File: config.mk
export PLATFORM = sky130hd
export DESIGN_NAME = fdtd_mac
export DESIGN_NICKNAME = d
export VERILOG_FILES = /design/src/rtl/fdtd_1d_yee_mur_step_defines.svh /design/src/rtl/fdtd_pkg.sv /design/src/rtl/fdtd_mac.sv
export SDC_FILE = /design/constraint.sdc
export NUM_CORES = 2
export LEC_CHECK = 0
export BUFFER_PORTS_ARGS = -buffer_cell sky130_fd_sc_hd__buf_2
export CAP_MARGIN = 20
export CORE_MARGIN = 1
export CORE_UTILIZATION = 58
export DETAILED_ROUTE_END_ITERATION = 10
export GPL_ROUTABILITY_DRIVEN = 1
export PLACE_DENSITY = 0.79
export RECOVER_POWER = 50
export SLEW_MARGIN = 0
export SYNTH_ARGS = -nofsm -noshare
export SYNTH_HDL_FRONTEND = slang
export SYNTH_SLANG_ARGS = --single-unit
File: constraint.sdc
create_clock -name clk_i -period 18.32 [get_ports clk_i]
set_input_delay 1.832 -clock clk_i [delete_from_list [all_inputs] [get_ports clk_i]]
set_output_delay 1.832 -clock clk_i [all_outputs]
set_load 0.01 [all_outputs]
File: src/rtl/fdtd_1d_yee_mur_step_defines.svh
// Assertion macros used by the RTL that checks itself.
`ifndef FDTD_1D_YEE_MUR_STEP_DEFINES_SVH
`define FDTD_1D_YEE_MUR_STEP_DEFINES_SVH

// Same-cycle implication, disabled in reset.
`define FDTD_ASSERT_NOW(lbl, ante, cons, msg) \
  lbl: assert property (@(posedge clk_i) disable iff (!rst_ni) (ante) |-> (cons)) \
    else $error(msg);

// Next-cycle implication, disabled in reset.
`define FDTD_ASSERT_NEXT(lbl, ante, cons, msg) \
  lbl: assert property (@(posedge clk_i) disable iff (!rst_ni) (ante) |=> (cons)) \
    else $error(msg);

`endif

File: src/rtl/fdtd_pkg.sv
`timescale 1ns / 1ps
// ----------------------------------------------------------------------------
// fdtd_pkg
// Types, widths and fixed-point helpers for the 1D FDTD step engine.
// ----------------------------------------------------------------------------
package fdtd_pkg;

  localparam int MAX_CELLS = 1024;
  localparam int ADDR_W    = $clog2(MAX_CELLS);
  localparam int CNT_W     = $clog2(MAX_CELLS + 1);
  localparam int FRAC_BITS = 24;
  localparam int CELL_W    = 10;
  localparam int NCELL_W   = 11;
  localparam int F_W       = 40;
  localparam int CF_W      = 32;
  localparam int HALF_W    = CF_W / 2;
  localparam int SRC_W     = 26;
  localparam int K_W       = 26;
  localparam int D_W       = F_W + 1;
  localparam int PP_W      = D_W + HALF_W;
  localparam int PROD_W    = D_W + CF_W;
  localparam int Q_W       = PROD_W - FRAC_BITS;
  localparam int PADDR_W   = 4;
  localparam int PDATA_W   = 32;

  localparam logic signed [F_W-1:0] F_MAX = {1'b0, {(F_W-1){1'b1}}};
  localparam logic signed [F_W-1:0] F_MIN = {1'b1, {(F_W-1){1'b0}}};
  localparam logic [Q_W-1:0] Q_POS_LIM = {{(Q_W-F_W+1){1'b0}}, {(F_W-1){1'b1}}};
  localparam logic [Q_W:0]   Q_NEG_LIM = (Q_W+1)'(1) << (F_W-1);

  localparam logic [NCELL_W-1:0] CELLS_RST  = NCELL_W'(1024);
  localparam logic [CELL_W-1:0]  SRCCELL_RST = CELL_W'(512);

  typedef enum logic [1:0] {
    REQ_LOAD  = 2'd0,
    REQ_STEP  = 2'd1,
    REQ_READ  = 2'd2,
    REQ_CLEAR = 2'd3
  } req_e;

  typedef enum logic [1:0] {
    REG_CELLS  = 2'd0,
    REG_SRC    = 2'd1,
    REG_BCOEF  = 2'd2,
    REG_NONE   = 2'd3
  } reg_e;

  typedef enum logic [3:0] {
    ST_CLEAR,
    ST_IDLE,
    ST_READ,
    ST_HSWEEP,
    ST_HDRAIN,
    ST_ESWEEP,
    ST_EDRAIN,
    ST_M0,
    ST_M1,
    ST_M2,
    ST_M3,
    ST_M4,
    ST_M5,
    ST_M6,
    ST_MDRAIN
  } st_e;

  typedef struct packed {
    logic                    valid;
    logic [CF_W-1:0]         cmag;
    logic                    cneg;
    logic signed [D_W-1:0]   d;
    logic signed [F_W-1:0]   acc;
    logic                    to_h;
    logic [ADDR_W-1:0]       addr;
    logic                    add_src;
  } mac_req_t;

  typedef struct packed {
    logic                    valid;
    logic                    to_h;
    logic [ADDR_W-1:0]       addr;
    logic signed [F_W-1:0]   data;
  } wb_t;

  function automatic logic signed [F_W-1:0] sat_add(input logic signed [F_W-1:0] a,
                                                    input logic signed [F_W-1:0] b);
    logic signed [F_W:0] s;
    s = {a[F_W-1], a} + {b[F_W-1], b};
    if (s[F_W] != s[F_W-1]) begin
      return s[F_W] ? F_MIN : F_MAX;
    end
    return s[F_W-1:0];
  endfunction

  function automatic logic signed [D_W-1:0] diff(input logic signed [F_W-1:0] a,
                                                 input logic signed [F_W-1:0] b);
    return {a[F_W-1], a} - {b[F_W-1], b};
  endfunction

  function automatic logic signed [F_W-1:0] sext_src(input logic signed [SRC_W-1:0] v);
    return {{(F_W-SRC_W){v[SRC_W-1]}}, v};
  endfunction

endpackage

File: src/rtl/fdtd_mac.sv
`timescale 1ns / 1ps
// ----------------------------------------------------------------------------
// fdtd_mac
// Four-stage field update: acc + floor(c*d / 2^FRAC_BITS), saturated,
// plus optional source sample, routed back to the E or H memory.
// ----------------------------------------------------------------------------
module fdtd_mac import fdtd_pkg::*; (
  input  logic                    clk_i,
  input  logic                    rst_ni,
  input  mac_req_t                req_i,
  input  logic signed [SRC_W-1:0] src_i,
  output wb_t                     wb_o,
  output logic                    busy_o
);

  mac_req_t req_q;

  logic                  s2_valid_q, s2_neg_q, s2_to_h_q, s2_add_q;
  logic [ADDR_W-1:0]     s2_addr_q;
  logic signed [F_W-1:0] s2_acc_q;
  logic [PP_W-1:0]       s2_pl_q, s2_ph_q;

  logic                  s3_valid_q, s3_to_h_q, s3_add_q;
  logic [ADDR_W-1:0]     s3_addr_q;
  logic signed [F_W-1:0] s3_acc_q, s3_prod_q;

  wb_t wb_q;

  logic [D_W-1:0]        mag;
  logic [PROD_W-1:0]     prod;
  logic [Q_W-1:0]        quo;
  logic                  rem;
  logic [Q_W:0]          quo_r;
  logic signed [F_W-1:0] prod_d;
  logic signed [F_W-1:0] sum1, sum2;

  always_comb begin
    mag = req_q.d[D_W-1] ? D_W'(-req_q.d) : D_W'(req_q.d);
  end

  always_comb begin
    prod  = {{HALF_W{1'b0}}, s2_pl_q} + {s2_ph_q, {HALF_W{1'b0}}};
    quo   = prod[PROD_W-1:FRAC_BITS];
    rem   = |prod[FRAC_BITS-1:0];
    quo_r = {1'b0, quo} + {{Q_W{1'b0}}, rem};
    if (!s2_neg_q) begin
      prod_d = (quo > Q_POS_LIM) ? F_MAX : F_W'(quo);
    end else begin
      prod_d = (quo_r > Q_NEG_LIM) ? F_MIN : -F_W'(quo_r);
    end
  end

  always_comb begin
    sum1 = sat_add(s3_acc_q, s3_prod_q);
    sum2 = s3_add_q ? sat_add(sum1, sext_src(src_i)) : sum1;
  end

  always_ff @(posedge clk_i or negedge rst_ni) begin
    if (!rst_ni) begin
      req_q      <= '0;
      s2_valid_q <= 1'b0;
      s3_valid_q <= 1'b0;
      wb_q       <= '0;
    end else begin
      req_q      <= req_i;
      s2_valid_q <= req_q.valid;
      s3_valid_q <= s2_valid_q;
      wb_q.valid <= s3_valid_q;
      wb_q.data  <= sum2;
      wb_q.to_h  <= s3_to_h_q;
      wb_q.addr  <= s3_addr_q;
    end
  end

  always_ff @(posedge clk_i) begin
    s2_pl_q   <= {{HALF_W{1'b0}}, mag} * {{D_W{1'b0}}, req_q.cmag[HALF_W-1:0]};
    s2_ph_q   <= {{HALF_W{1'b0}}, mag} * {{D_W{1'b0}}, req_q.cmag[CF_W-1:HALF_W]};
    s2_neg_q  <= req_q.cneg ^ req_q.d[D_W-1];
    s2_acc_q  <= req_q.acc;
    s2_to_h_q <= req_q.to_h;
    s2_addr_q <= req_q.addr;
    s2_add_q  <= req_q.add_src;

    s3_prod_q <= prod_d;
    s3_acc_q  <= s2_acc_q;
    s3_to_h_q <= s2_to_h_q;
    s3_addr_q <= s2_addr_q;
    s3_add_q  <= s2_add_q;
  end

  assign wb_o   = wb_q;
  assign busy_o = req_q.valid | s2_valid_q | s3_valid_q | wb_q.valid;

endmodule
==> results.toml <==
[cells_and_area]
final_common_cell = "inv_1"
area_growth_pct = 6.62
drive_gt1_share_pct = 6.97
layout.nets = 8512
mostFrequentLayoutCells = "inv_1, fa_1, nand2_1"

[critical_path]
required_ps = 18860
endpoint_kind = "flip-flop"
max_stage_delay_ps = 610
cp_max_fo = 32
arrival_ps = 11830
critPathSlowestCell = "or4_1"
path_class = "flip-flop to flip-flop"
cp-start-kind = "flip-flop"
critPathMostFrequentCell = "fa_1"

[cts]
tritoncts.num_buffers = 51
clockBufferDepth = 3
clk_pin_slew_ps = 60
postCtsResizedCells = 0
clk_latency_ps = 660
hold_buffers = 0
postCtsSetupRepairBufs = 0
cts_sinks = 440
htree_levels = 2
tritoncts = "done"
cts_root_buf = "clkbuf_16"

[timing]
timing.fmax_mhz = 88.5
post-route-period-util_pct = 61.6
clock-skew-final_ps = 38.8
period_needed_ps = 11290
finalHoldViolCount = 0
drv_slew = 278
tns_ps = 0
slew_headroom_pct = -127
finalSetupViolCount = 0
grt_setup_unrepaired = "no"
setup_slack_ps = 7030
worstMarginPinSlew_ps = 3400

[grt]
antenna_found_initial = 6
gr-total-overflow = 0
track_usage_pct = 30.7
grt_max_degree = 68
grt_pass1_vias = 51300
grt_pass1_wl_mm = 264

[drt]
dr_wl_met3_mm = 15.7
drc = 93
wl_met1_mm = 62.5
drt_wl_total_mm = 161
post_drt_wl_per_cell_microns = 19.4
top_layer = "met5"
ant_nets = 0
vias_per_cell = 5.79
dr_wl_met2_mm = 77.9
drt_iter0_drc = 3381
dr.pass1.iters = 9
vias = 48200

[place]
place_congestion = 0.936
place_ws_ps = 7130
portBuffers = 207
dp_hpwl_mm = 121

[run_status]
violations = "design-rule violations, max-capacitance violations, max-slew violations"
status = "complete, but fails checks"

[yosys]
yosys.area_share.adder_pct = 43.0
synth.distinct_cells = 100
syn_inst = 6883
synth_compound_area_share_pct = 10.0
ys.flop_type = "dfxtp_1"
synth_mux_area_share_pct = 0.420
syn_nets = 8512
yosysSeqAreaShare_pct = 15.7
yosys.area_share.simple_pct = 17.4
yosysWarnings = 0
synth_top_family_by_area = "adder cells"
async_flop_share_pct = 41.1
yosys_register_bits = 440
synth_area_sq_mm = 0.0620
syn_avg_cell_area_sq_um = 9.01
synth-edff-count = 0
synth-xor-area-share_pct = 4.16

[floorplan]
boundaryPins = 208
die_area_sq_mm = 0.108
initial_core_util_pct = 58.7
coreArea_sq_mm = 0.106
num_rows = 119
die_y_microns = 329
die_x_microns = 329

[job]
maxCapViolations = 6

[min_path]
min_path_type = "flip-flop to flip-flop"
worst max-delay path: cells and delay by family (launching register included):
family	cells	cell delay (ps)
buf+inv	5	680
flops	1	420
simple gates	15	4870
xor+xnor	1	160
fa+ha+maj	7	3360
compound gates	6	1700
routing by layer:
metal | GRT usage [%] | vias to the layer above
met3 | 6.89 | 421
met2 | 51.9 | 2215
met5 | 0 | -
met4 | 11.2 | 8
met1 | 38.4 | 24000
li1 | - | 21500
logic make-up (layout without fill, tap and decap cells):
group           after synthesis  count (layout)
simple gates               2207            2207
mux                          25              25
flops                       440             440
other cells                   0               4
xor+xnor                    291             291
buf+inv                    1536            1578
compound gates              910             910
fa+ha+maj                  1474            1474
stage by stage:
stage                     instance area (sq um)  hold slack, ps  util [%]  cells
after floorplan                           62000             310         -   6883
after global placement                    64400             310      61.0   8220
after detailed placement                  64400             312      61.0   8220
after CTS                                 66100             319      62.6   8315
after global routing                      66100             326      62.6   8316
final                                     66100             317      62.6   8320
sequential cells by signal, summed over array words and instances, names as in the netlist, 10 cells and up:
signal / count
req_q: 127
s2_acc_q: 40
s2_addr_q: 10
s2_ph_q: 57
s2_pl_q: 57
s3_acc_q: 40
s3_addr_q: 10
s3_prod_q: 40
wb_o: 52
cell type report:
type	count	area, sq um
sequential	440	9740
fill	8647	39500
tap	1391	1740
inverter	1206	4530
antenna	4	10.0
clock inverter	25	259
timing repair buffer	277	1530
clock buffer	70	1490
multi-input combinational	4907	46800
cells in the mapped netlist (23+ instances only):
cell / number / area [sq um]
dfxtp_1: 259 / 5180
o21a_1: 51 / 383
fa_1: 1091 / 21800
xor2_1: 78 / 683
nor4_1: 30 / 188
ha_1: 383 / 4790
inv_1: 1206 / 4530
or3_1: 34 / 213
nand2_1: 999 / 3750
nor3_1: 72 / 360
a22oi_1: 29 / 218
o22ai_1: 41 / 257
clkbuf_1: 307 / 1150
a21o_1: 124 / 931
o21bai_1: 41 / 308
o21ai_0: 143 / 716
and2_1: 554 / 3470
a21oi_1: 210 / 1050
and3_1: 30 / 188
nand2b_1: 26 / 163
nor2b_1: 31 / 194
dfrtp_1: 181 / 4530
nor2_1: 215 / 807
nand3_1: 67 / 335
o31ai_1: 23 / 173
nand4_1: 47 / 294
a211oi_1: 35 / 263
a31oi_1: 28 / 175
xnor2_1: 210 / 1840
final timing paths:
kind / start / end / slack (ps) / cells past startpoint
hold reg to reg: s2_acc_q[9] / s3_acc_q[9] / 320 / 0
hold / removal: s2_acc_q[9] / s3_acc_q[9] / 320 / 0
setup reg to reg: req_q[58] / s2_pl_q[56] / 7030 / 34
min in group asynchronous: rst_ni / req_q[118] / 2230 / 1
setup / recovery: req_q[58] / s2_pl_q[56] / 7030 / 34
max in group asynchronous: rst_ni / req_q[1] / 11650 / 2
Power is not shown: default switching activity piles up to over one toggle a cycle in this logic, so the estimate is an artifact.
